===== src/rtl/core/lpht_pkg.sv =====
// Types, codes and constants of the linear probing hash table.
// Used by the top level and by its checker; depends on nothing.
package lpht_pkg;

    // Field widths of the requests and results.
    localparam int KEY_W      = 31;
    localparam int HANDLE_W   = 32;
    localparam int OPCODE_W   = 2;
    localparam int STATUS_W   = 3;
    localparam int SLOT_OUT_W = 4;
    localparam int CFG_W      = 5;

    // Default table size and reset value of the slot count register.
    localparam int              TABLE_SLOTS_DEF = 16;
    localparam logic [CFG_W-1:0] CFG_RESET      = 5'd11;

    // The remainder unit retires two dividend bits per cycle.
    localparam int DIV_W     = 32;
    localparam int DIV_STEPS = DIV_W / 2;
    localparam int DIV_CNT_W = $clog2(DIV_STEPS);

    // Operation codes.
    localparam logic [OPCODE_W-1:0] OP_INSERT = 2'd0;
    localparam logic [OPCODE_W-1:0] OP_SEARCH = 2'd1;
    localparam logic [OPCODE_W-1:0] OP_DELETE = 2'd2;

    // Result status codes.
    localparam logic [STATUS_W-1:0] STAT_INSERTED  = 3'd0;
    localparam logic [STATUS_W-1:0] STAT_FOUND     = 3'd1;
    localparam logic [STATUS_W-1:0] STAT_NOT_FOUND = 3'd2;
    localparam logic [STATUS_W-1:0] STAT_DUPLICATE = 3'd3;
    localparam logic [STATUS_W-1:0] STAT_FULL      = 3'd4;
    localparam logic [STATUS_W-1:0] STAT_DELETED   = 3'd5;

    // Slot marks.
    typedef enum logic [1:0] {
        MARK_EMPTY = 2'd0,
        MARK_USED  = 2'd1,
        MARK_TOMB  = 2'd2
    } mark_t;

    // Sequencer states.
    typedef enum logic [1:0] {
        S_IDLE,
        S_DIV,
        S_PROBE,
        S_COMMIT
    } state_t;

endpackage


===== src/rtl/core/linear_probe_hash_table.sv =====
// Open-addressing hash table with linear probing, keyed by a 31-bit identifier.
// Depends on lpht_pkg for codes, widths and the sequencer state type.
//
//  Channel  Direction  Handshake              Contents
//  s_       in         s_tvalid / s_tready    tuser: opcode; tdata: key, record_handle
//  m_       out        m_tvalid / m_tready    tuser: status; tdata: found_handle, slot_index
//  cfg_     in         cfg_valid / cfg_ready  data: slots_in_use
//
// A request passes from acceptance to its result through the two-bit-per-cycle remainder
// unit, then probes at least one and at most all of the slots in use, each slot read through
// the registered slot memory and then compared, and then commits. The block takes one request
// at a time and is ready again once it commits.
// Reset clears the slot marks at once; keys and handles are not cleared.
// A result waits in the output register; commit holds until that register is free.
module linear_probe_hash_table
    import lpht_pkg::*;
#(
    parameter int TABLE_SLOTS = TABLE_SLOTS_DEF
) (
    input  logic                    aclk,
    input  logic                    aresetn,
    // Request channel.
    input  logic                    s_tvalid,
    output logic                    s_tready,
    input  logic [63:0]             s_tdata,    // [30:0] key, [62:31] record_handle
    input  logic [OPCODE_W-1:0]     s_tuser,    // [1:0] opcode
    // Result channel.
    output logic                    m_tvalid,
    input  logic                    m_tready,
    output logic [39:0]             m_tdata,    // [31:0] found_handle, [35:32] slot_index
    output logic [STATUS_W-1:0]     m_tuser,    // [2:0] status
    // Configuration channel.
    input  logic                    cfg_valid,
    output logic                    cfg_ready,
    input  logic [CFG_W-1:0]        cfg_data    // [4:0] slots_in_use
);

    // The slot count register cannot select more slots than it can count.
    localparam int CFG_MAX = (1 << CFG_W) - 1;
    localparam int DEPTH   = (TABLE_SLOTS < CFG_MAX) ? TABLE_SLOTS : CFG_MAX;
    localparam int PW      = $clog2(DEPTH);

    // Storage.
    logic [KEY_W-1:0]    key_mem [DEPTH];
    logic [HANDLE_W-1:0] hdl_mem [DEPTH];
    mark_t               marks_reg [DEPTH];

    // Control and payload registers.
    state_t              state_reg, state_next;
    logic [CFG_W-1:0]    cfg_slots_reg;
    logic [OPCODE_W-1:0] op_reg, op_next;
    logic [KEY_W-1:0]    key_reg, key_next;
    logic [HANDLE_W-1:0] hdl_reg, hdl_next;
    logic [DIV_W-1:0]    dvd_reg, dvd_next;
    logic [CFG_W-1:0]    rem_reg, rem_next;
    logic [DIV_CNT_W-1:0] cnt_reg, cnt_next;
    logic [PW-1:0]       h_reg, h_next;
    logic [CFG_W-1:0]    issued_reg, issued_next;
    logic                cmp_valid_reg, cmp_valid_next;
    logic                cmp_last_reg, cmp_last_next;
    logic [PW-1:0]       cmp_slot_reg;
    logic [KEY_W-1:0]    rd_key_reg;
    logic [HANDLE_W-1:0] rd_hdl_reg;
    logic                free_valid_reg, free_valid_next;
    logic [PW-1:0]       free_slot_reg, free_slot_next;
    logic                hit_reg, hit_next;
    logic [PW-1:0]       hit_slot_reg, hit_slot_next;
    logic [HANDLE_W-1:0] hit_hdl_reg, hit_hdl_next;
    logic                m_tvalid_reg, m_tvalid_next;
    logic [STATUS_W-1:0] m_status_reg, m_status_next;
    logic [HANDLE_W-1:0] m_hdl_reg, m_hdl_next;
    logic [SLOT_OUT_W-1:0] m_slot_reg, m_slot_next;

    // Write strobes for the stores.
    logic                mem_we;
    logic                mark_we;
    logic [PW-1:0]       mark_wa;
    mark_t               mark_wd;

    // Shared datapath signals.
    logic [CFG_W-1:0]    n_act;
    logic [CFG_W:0]      t1, t2, r1, r2;
    logic [CFG_W-1:0]    h_inc;
    mark_t               cmp_mark;
    logic                is_empty, is_match;

    // Clamp the configured slot count into 1..DEPTH.
    always_comb begin
        if (cfg_slots_reg == '0) begin
            n_act = CFG_W'(1);
        end else if (cfg_slots_reg > CFG_W'(DEPTH)) begin
            n_act = CFG_W'(DEPTH);
        end else begin
            n_act = cfg_slots_reg;
        end
    end

    // Remainder unit: two restoring steps per cycle against the slot count.
    always_comb begin
        t1 = {rem_reg, dvd_reg[DIV_W-1]};
        r1 = (t1 >= {1'b0, n_act}) ? t1 - {1'b0, n_act} : t1;
        t2 = {r1[CFG_W-1:0], dvd_reg[DIV_W-2]};
        r2 = (t2 >= {1'b0, n_act}) ? t2 - {1'b0, n_act} : t2;
    end

    // Probe pointer increment and the compare of the slot just read.
    assign h_inc    = CFG_W'(h_reg) + CFG_W'(1);
    assign cmp_mark = marks_reg[cmp_slot_reg];
    assign is_empty = (cmp_mark == MARK_EMPTY);
    assign is_match = (cmp_mark == MARK_USED) && (rd_key_reg == key_reg);

    // Handshake outputs.
    assign s_tready  = (state_reg == S_IDLE);
    assign cfg_ready = 1'b1;
    assign m_tvalid  = m_tvalid_reg;
    assign m_tuser   = m_status_reg;
    assign m_tdata   = {4'b0, m_slot_reg, m_hdl_reg};

    // Sequencer: next state, datapath controls and the committed result.
    always_comb begin
        state_next      = state_reg;
        op_next         = op_reg;
        key_next        = key_reg;
        hdl_next        = hdl_reg;
        dvd_next        = dvd_reg;
        rem_next        = rem_reg;
        cnt_next        = cnt_reg;
        h_next          = h_reg;
        issued_next     = issued_reg;
        cmp_valid_next  = 1'b0;
        cmp_last_next   = cmp_last_reg;
        free_valid_next = free_valid_reg;
        free_slot_next  = free_slot_reg;
        hit_next        = hit_reg;
        hit_slot_next   = hit_slot_reg;
        hit_hdl_next    = hit_hdl_reg;
        m_tvalid_next   = m_tvalid_reg && !m_tready;
        m_status_next   = m_status_reg;
        m_hdl_next      = m_hdl_reg;
        m_slot_next     = m_slot_reg;
        mem_we          = 1'b0;
        mark_we         = 1'b0;
        mark_wa         = hit_slot_reg;
        mark_wd         = MARK_TOMB;

        unique case (state_reg)
            S_IDLE: begin
                if (s_tvalid) begin
                    op_next    = s_tuser;
                    key_next   = s_tdata[KEY_W-1:0];
                    hdl_next   = s_tdata[KEY_W+HANDLE_W-1:KEY_W];
                    dvd_next   = {1'b0, s_tdata[KEY_W-1:0]};
                    rem_next   = '0;
                    cnt_next   = '0;
                    hit_next   = 1'b0;
                    state_next = S_DIV;
                end
            end

            S_DIV: begin
                rem_next = r2[CFG_W-1:0];
                dvd_next = dvd_reg << 2;
                cnt_next = cnt_reg + 1'b1;
                if (cnt_reg == DIV_CNT_W'(DIV_STEPS - 1)) begin
                    h_next          = r2[PW-1:0];
                    issued_next     = '0;
                    free_valid_next = 1'b0;
                    state_next      = S_PROBE;
                end
            end

            S_PROBE: begin
                // Issue the next read while the previous slot is compared.
                if (issued_reg < n_act) begin
                    issued_next    = issued_reg + 1'b1;
                    cmp_valid_next = 1'b1;
                    cmp_last_next  = (issued_reg == n_act - CFG_W'(1));
                    h_next         = (h_inc == n_act) ? '0 : PW'(h_inc);
                end
                if (cmp_valid_reg) begin
                    if (cmp_mark != MARK_USED && !free_valid_reg) begin
                        free_valid_next = 1'b1;
                        free_slot_next  = cmp_slot_reg;
                    end
                    if (is_match) begin
                        hit_next      = 1'b1;
                        hit_slot_next = cmp_slot_reg;
                        hit_hdl_next  = rd_hdl_reg;
                    end
                    if (is_empty || is_match || cmp_last_reg) begin
                        cmp_valid_next = 1'b0;
                        state_next     = S_COMMIT;
                    end
                end
            end

            S_COMMIT: begin
                if (!m_tvalid_reg || m_tready) begin
                    m_tvalid_next = 1'b1;
                    m_status_next = STAT_NOT_FOUND;
                    m_hdl_next    = '0;
                    m_slot_next   = '0;
                    case (op_reg)
                        OP_INSERT: begin
                            if (hit_reg) begin
                                m_status_next = STAT_DUPLICATE;
                                m_slot_next   = SLOT_OUT_W'(hit_slot_reg);
                            end else if (free_valid_reg) begin
                                m_status_next = STAT_INSERTED;
                                m_slot_next   = SLOT_OUT_W'(free_slot_reg);
                                mem_we        = 1'b1;
                                mark_we       = 1'b1;
                                mark_wa       = free_slot_reg;
                                mark_wd       = MARK_USED;
                            end else begin
                                m_status_next = STAT_FULL;
                            end
                        end
                        OP_SEARCH: begin
                            if (hit_reg) begin
                                m_status_next = STAT_FOUND;
                                m_hdl_next    = hit_hdl_reg;
                                m_slot_next   = SLOT_OUT_W'(hit_slot_reg);
                            end
                        end
                        OP_DELETE: begin
                            if (hit_reg) begin
                                m_status_next = STAT_DELETED;
                                m_slot_next   = SLOT_OUT_W'(hit_slot_reg);
                                mark_we       = 1'b1;
                            end
                        end
                        default: begin
                            m_status_next = STAT_NOT_FOUND;
                        end
                    endcase
                    state_next = S_IDLE;
                end
            end

            default: begin
                state_next = S_IDLE;
            end
        endcase
    end

    // Control registers and the slot marks, set by reset; the slot count resets to CFG_RESET.
    always_ff @(posedge aclk) begin
        if (!aresetn) begin
            state_reg     <= S_IDLE;
            cfg_slots_reg <= CFG_RESET;
            cmp_valid_reg <= 1'b0;
            m_tvalid_reg  <= 1'b0;
            for (int i = 0; i < DEPTH; i++) begin
                marks_reg[i] <= MARK_EMPTY;
            end
        end else begin
            state_reg     <= state_next;
            cmp_valid_reg <= cmp_valid_next;
            m_tvalid_reg  <= m_tvalid_next;
            if (cfg_valid) begin
                cfg_slots_reg <= cfg_data;
            end
            if (mark_we) begin
                marks_reg[mark_wa] <= mark_wd;
            end
        end
    end

    // Payload registers of the request, the probe and the result.
    always_ff @(posedge aclk) begin
        op_reg         <= op_next;
        key_reg        <= key_next;
        hdl_reg        <= hdl_next;
        dvd_reg        <= dvd_next;
        rem_reg        <= rem_next;
        cnt_reg        <= cnt_next;
        h_reg          <= h_next;
        issued_reg     <= issued_next;
        cmp_last_reg   <= cmp_last_next;
        cmp_slot_reg   <= h_reg;
        free_valid_reg <= free_valid_next;
        free_slot_reg  <= free_slot_next;
        hit_reg        <= hit_next;
        hit_slot_reg   <= hit_slot_next;
        hit_hdl_reg    <= hit_hdl_next;
        m_status_reg   <= m_status_next;
        m_hdl_reg      <= m_hdl_next;
        m_slot_reg     <= m_slot_next;
    end

    // Key and handle memory: one write port, one registered read port.
    always_ff @(posedge aclk) begin
        if (mem_we) begin
            key_mem[free_slot_reg] <= key_reg;
            hdl_mem[free_slot_reg] <= hdl_reg;
        end
        rd_key_reg <= key_mem[h_reg];
        rd_hdl_reg <= hdl_mem[h_reg];
    end

endmodule


===== config.mk =====
export PLATFORM = sky130hd
export DESIGN_NAME = linear_probe_hash_table
export DESIGN_NICKNAME = d
export VERILOG_FILES = /design/src/rtl/core/lpht_pkg.sv /design/src/rtl/core/linear_probe_hash_table.sv
export SDC_FILE = /design/constraint.sdc
export NUM_CORES = 1
export LEC_CHECK = 0
export BUFFER_PORTS_ARGS = -buffer_cell sky130_fd_sc_hd__buf_2
export CAP_MARGIN = 20
export CORE_ASPECT_RATIO = 0.8
export CORE_UTILIZATION = 44
export CTS_BUF_LIST = sky130_fd_sc_hd__clkbuf_4
export CTS_CLUSTER_DIAMETER = 60
export CTS_CLUSTER_SIZE = 25
export DETAILED_ROUTE_END_ITERATION = 7
export GPL_TIMING_DRIVEN = 0
export HOLD_SLACK_MARGIN = 0.02
export PLACE_DENSITY = 0.68
export RECOVER_POWER = 25
export SLEW_MARGIN = 20
export SYNTH_ARGS = -nofsm -noshare
export SYNTH_HDL_FRONTEND = slang
export SYNTH_SLANG_ARGS = --single-unit

===== constraint.sdc =====
create_clock -name aclk -period 12.3 [get_ports aclk]
set_input_delay 1.845 -clock aclk [delete_from_list [all_inputs] [get_ports aclk]]
set_output_delay 1.845 -clock aclk [all_outputs]
set_load 0.1 [all_outputs]

# After elaboration in Yosys (flattened, before gate mapping)
# Memory sizes are Yosys's and may differ from the RTL's. A register that Yosys moved wholly into a read port is not among the register bits.
# Cells that the tools add are included.
[word_totals]
elab_cells = 157
output_inout_bits = 46
input_bits = 76
register_bits = 210
ram_bits = 1040
memories = 3
[mem_list]
columns = ["name", "words", "width", "read_ports", "rd_clocked_by_memory_dff", "write_ports", "line_no", "text"]
rows = [
  ["hdl_mem", 16, 32, 1, 1, 1, "linear_probe_hash_table.sv:45", "logic [HANDLE_W-1:0] hdl_mem [DEPTH];"],
  ["key_mem", 16, 31, 1, 1, 1, "linear_probe_hash_table.sv:44", "logic [KEY_W-1:0] key_mem [DEPTH];"],
  ["marks_reg", 16, 2, 1, 1, 16, "linear_probe_hash_table.sv:46", "mark_t marks_reg [DEPTH];"],
]
[op_classes]
n_addsub = 6
n_lt_le_gt_ge = 4
mux = 73
n_eq_ne = 19
reduce_logical = 30
[ops]
columns = ["cell", "n"]
rows = [
  ["one-hot mux 32 bit (2 select lines)", 1],
  ["two-way mux 4 bit", 13],
  ["two-way mux 5 bit", 7],
  ["two-way mux 32 bit", 1],
  ["equality test 31 bit", 1],
  ["two-way mux 1 bit", 26],
  ["two-way mux 2 bit", 12],
  ["one-hot mux 4 bit (2 select lines)", 3],
  ["one-hot mux 5 bit (2 select lines)", 2],
  ["!= test 2 bit (second input constant)", 8],
  [">= comparator 6 x 5 -> 1 bit", 2],
  ["AND reduction 2 bit", 6],
  ["equality test 5 bit", 2],
  ["subtractor 5 bit", 2],
  ["two-way mux 3 bit", 3],
  ["one-hot mux 3 bit (3 select lines)", 1],
  ["AND reduction 3 bit", 3],
  ["one-hot mux 2 bit (4 select lines)", 1],
  ["AND reduction 4 bit", 2],
  ["equality test 2 x 1 -> 1 bit (second input constant)", 3],
  ["equality test 2 bit (second input constant)", 3],
  ["logical NOT 2 bit", 3],
  ["one-hot mux 1 bit (2 select lines)", 3],
  ["nonzero test 2 bit", 3],
  ["other kinds (14)", 21],
]

# Depth between registers and ports, before layout
[depth]
word_depth = 10
mapped_depth = 17
depth_no_buf = 17

# Worst setup path after synthesis
# No wires, ideal clock.
[synth_path]
path_kind = "input to register"
start = "input port m_tready"
end = "memory hdl_mem[0][0] (enable)"
required_ns = 11.739
path_stages = 6
setup_slack_ns = 2.943
arrival_time_ns = 8.796
path_buffers = 1
setup_ns = 0.561
cell_sequence = "nor2b_1 nor2b_1 nand2_1 or3_1 clkbuf_1 nor3_1"
[synth_between]
elab_chain_len = 5
[synth_lines]
columns = ["item", "line_no", "text"]
rows = [
  ["start: declaration", "linear_probe_hash_table.sv:29", "input logic m_tready,"],
  ["logical OR 1 bit", "linear_probe_hash_table.sv:198", "if (!m_tvalid_reg || m_tready) begin"],
  ["two-way mux 1 bit", "linear_probe_hash_table.sv:198", ""],
  ["two-way mux 1 bit", "linear_probe_hash_table.sv:146", "unique case (state_reg)"],
  ["two-way mux 1 bit", "linear_probe_hash_table.sv:294", "if (mem_we) begin"],
  ["two-way mux 1 bit (implied by the code)", "linear_probe_hash_table.sv:296", "hdl_mem[free_slot_reg] <= hdl_reg;"],
  ["end: declaration", "linear_probe_hash_table.sv:45", ""],
]
# Every way passes these cells.

# Final worst setup path
[layout_path]
start = "register cfg_slots_reg[4]"
end = "register h_reg[1], data pin"
[layout_between]
elab_chain_len = 9
word_cells_on_any_way = 15
cone_classes = "2 x add/sub; 3 x order compare; 1 x eq/ne; 8 x mux; 1 x reduce/logical"
[layout_lines]
columns = ["item", "line_no", "text"]
rows = [
  ["start: declaration", "linear_probe_hash_table.sv:50", "logic [CFG_W-1:0] cfg_slots_reg;"],
  ["start signal: assignment", "linear_probe_hash_table.sv:262", "cfg_slots_reg <= cfg_data;"],
  ["greater-than comparator 5 bit", "linear_probe_hash_table.sv:91", "end else if (cfg_slots_reg > CFG_W'(DEPTH)) begin"],
  ["two-way mux 5 bit", "linear_probe_hash_table.sv:91", ""],
  ["two-way mux 5 bit *", "linear_probe_hash_table.sv:89", "if (cfg_slots_reg == '0) begin"],
  ["subtractor 5 bit / >= comparator 6 x 5 -> 1 bit (equally long branches)", "linear_probe_hash_table.sv:101", "r1 = (t1 >= {1'b0, n_act}) ? t1 - {1'b0, n_act} : t1;"],
  ["two-way mux 5 bit", "linear_probe_hash_table.sv:101", ""],
  ["subtractor 5 bit / >= comparator 6 x 5 -> 1 bit (equally long branches)", "linear_probe_hash_table.sv:103", "r2 = (t2 >= {1'b0, n_act}) ? t2 - {1'b0, n_act} : t2;"],
  ["two-way mux 5 bit", "linear_probe_hash_table.sv:103", ""],
  ["two-way mux 4 bit", "linear_probe_hash_table.sv:164", "if (cnt_reg == DIV_CNT_W'(DIV_STEPS - 1)) begin"],
  ["one-hot mux 4 bit (2 select lines) *", "linear_probe_hash_table.sv:146", ""],
  ["via h_next[1]", "linear_probe_hash_table.sv:57", "logic [PW-1:0] h_reg, h_next;"],
  ["end signal: assignment", "linear_probe_hash_table.sv:278", "h_reg <= h_next;"],
  ["end: declaration", "linear_probe_hash_table.sv:57", ""],
]
# The timed path passes the listed nets; every way through them passes the cells marked *. The select of a mux whose other input is x is not followed.
# A chain may end at the register's enable or synchronous reset.

==> impl_metrics.toml <==
[status]
outcome = "finished, final reports clean"

[placement]
port_buffers = 114
placed_area_um2 = 53500
gp_congestion = 0.818
dp.cells = 3864
hpwl_mm = 73.1

[cells_and_area]
final_common_cell = "edfxtp_1"
final_nets = 2546
top_regs = "hdl_mem (512), key_mem (496)"
fin_area_um2 = 54600
syn_to_final_growth_pct = 10.7
drive_above_1_share_pct = 30.3
largest_register = "hdl_mem"
layout.cells.non_filler = 4002
largest_reg_flops = 512
mostFrequentLayoutCells = "edfxtp_1 (1237), mux4_2 (317), buf_2 (138)"

[die]
initial_core_util_pct = 44.5
rows = 109
core_um2 = 111000
die_h_um = 302
fp.dieW_um = 376
die-area_um2 = 113000
io_pins = 122

[detailed_routing]
detail-route-antenna-nets = 0
drt_wl_total_mm = 108
vias_per_cell = 5.65
drc = 0
drt-initial-drc-count = 2627
wl_per_cell_um = 27.0
dr.pass1.iters = 5
dr_total_vias = 22600

[clock_tree]
h-tree-depth = 3
post_cts_buffers = 0
cts.path.max_buffers = 3
cts_root_buf = "clkbuf_4"
numCtsBuffers = 73
clkLatencyLatePin_ns = 1.05
cts_sinks = 1313
cts_hold_buf = 0
clk_pin_slew_ns = 0.23
cts_tree = "done"
ctsResizeCount = 0

[critical_path]
crit_fanout = 8
endpoint_kind = "flop"
critPathArrivalTime_ns = 5.99
critPathLaunchType = "flop"
worstSetupPathType = "reg -> reg"
required_ns = 13.13

[power]
pwr_density_cell_nw_per_um2 = 194
p_leak_nw = 17.3
ir_drop_mv = 0.118

[sta]
rsz0062_at_grt = "false"
fin_crit_ns = 5.17
worst_clock_skew_ns = 0.0910
setup_tns_ns = 0
slew_violations = 0
timing.fmax_mhz = 194
hold_viol = 0
max-slew-margin-rel_pct = 23.3
tightest_slew_ns = 1.15
timing.final.crit_share_pct = 42.0
setup_viol = 0

[yosys]
synth_seq_area_share_pct = 78.4
ys_ff_latch = 1313
netlist_instances = 2151
syn_area_per_cell_um2 = 22.9
yosysUniqueCellTypes = 62
synth_flop_cell = "edfxtp_1"
synth_edf_count = 1237
ys_async_sr_fraction_pct = 0
syn_area_um2 = 49300
yosys_warnings = 0

[global_route]
overflow = 0
grt_pass1_vias = 23100
grt_util_all_layers_pct = 19.3
grt_pass1_wl_mm = 157
grt_max_degree = 27
antenna_found_initial = 4

[min_path]
hold_path.class = "reg -> reg"

[run]
maxCapViolations = 0
-- kinds of logic after synthesis --
family,share of synthesized area (%)
xor gates and xnor gates,0.905
and+or+nand+nor,1.97
other,0.0152
adders and majority gates,0.766
muxes,15.9
buffers and inverters,1.12
AOI/OAI and AO/OA,0.987
DFF,78.4
-- path summary, 6_finish.rpt --
kind                    startpoint               to  slack [ns]  cells after the start
hold / removal      rd_hdl_reg[20]  hit_hdl_reg[20]        0.43                      0
setup reg to reg  cfg_slots_reg[4]         h_reg[1]        7.13                     17
hold reg to reg     rd_hdl_reg[20]  hit_hdl_reg[20]        0.43                      0
setup / recovery  cfg_slots_reg[4]         h_reg[1]        7.13                     17
-- layer usage --
| metal | track usage, % | vias to the layer above | wire length, um |
|---|---|---|---|
| met1 | 26.9 | 12000 | 44300 |
| met4 | 3.56 | 2 | 1900 |
| li1 | - | 9529 | - |
| met2 | 32.2 | 911 | 54000 |
| met3 | 3.52 | 129 | 7940 |
| met5 | 0 | - | 13 |
-- worst max-delay path, stage by stage, from the launching register on --
cell and delay, ns:
dfxtp_1 0.44, inv_1 0.23, o21ai_0 0.24, inv_1 0.24
ha_1 0.21, inv_1 0.06, fa_1 0.44, a21o_1 0.22
a211oi_1 0.40, o21a_1 0.21, mux2_2 0.37, ha_1 0.36
a21o_1 0.20, a21oi_1 0.22, nand2_1 0.13, a211oi_4 0.41
mux2i_1 0.38, o22ai_1 0.17
-- layout make-up --
type / instances / area [um2]
inverter: 22 / 82.6
clock buffer: 95 / 713
multi-input combinational: 714 / 10300
buffer: 105 / 475
timing repair buffer: 212 / 2090
clock inverter: 35 / 417
fill: 8754 / 56300
tap: 1498 / 1870
sequential: 1313 / 38700
antenna: 8 / 20.0
-- power breakdown --
group / total [mW] / leakage (nW) / switching [mW] / internal (mW)
Clock: 1.81 / 0.631 / 1.35 / 0.460
Combinational: 3.04 / 4.83 / 1.60 / 1.44
Sequential: 5.75 / 11.9 / 0.314 / 5.43
Total: 10.6 / 17.3 / 3.27 / 7.33
-- cell usage after synthesis (all sizes together) (5+ instances only) --
library cell  count  area, um2
nand2            22       85.1
nand3             9       45.0
inv              22       82.6
o22ai             5       31.3
mux2i            13        130
a21oi            10       50.1
xor2             42        368
and3             33        206
nor2             61        229
mux2             33        375
buf              47        250
nor3             11       55.1
and2              9       56.3
a21o              6       46.3
edfxtp         1237      37100
clkbuf           58        218
nor2b             8       50.1
dfxtp            76       1520
o21ai            23        119
ha               27        338
mux4            324       7320
nor4             11       75.1
xnor2             9       78.8
-- stage by stage --
stage                     total power [mW]  util, %  setup WS [ns]  hold slack, ns
after CTS                             10.7     49.2           7.20           0.429
after global placement                8.80     46.7          -4.46           0.389
after floorplan                       7.93        -           2.94           0.361
final                                 10.6     49.2           7.13           0.431
after global routing                  11.0     49.2           6.87           0.438
after detailed placement              8.92     48.2           7.24           0.389
No activity file was read; power rests on OpenSTA's default activity.
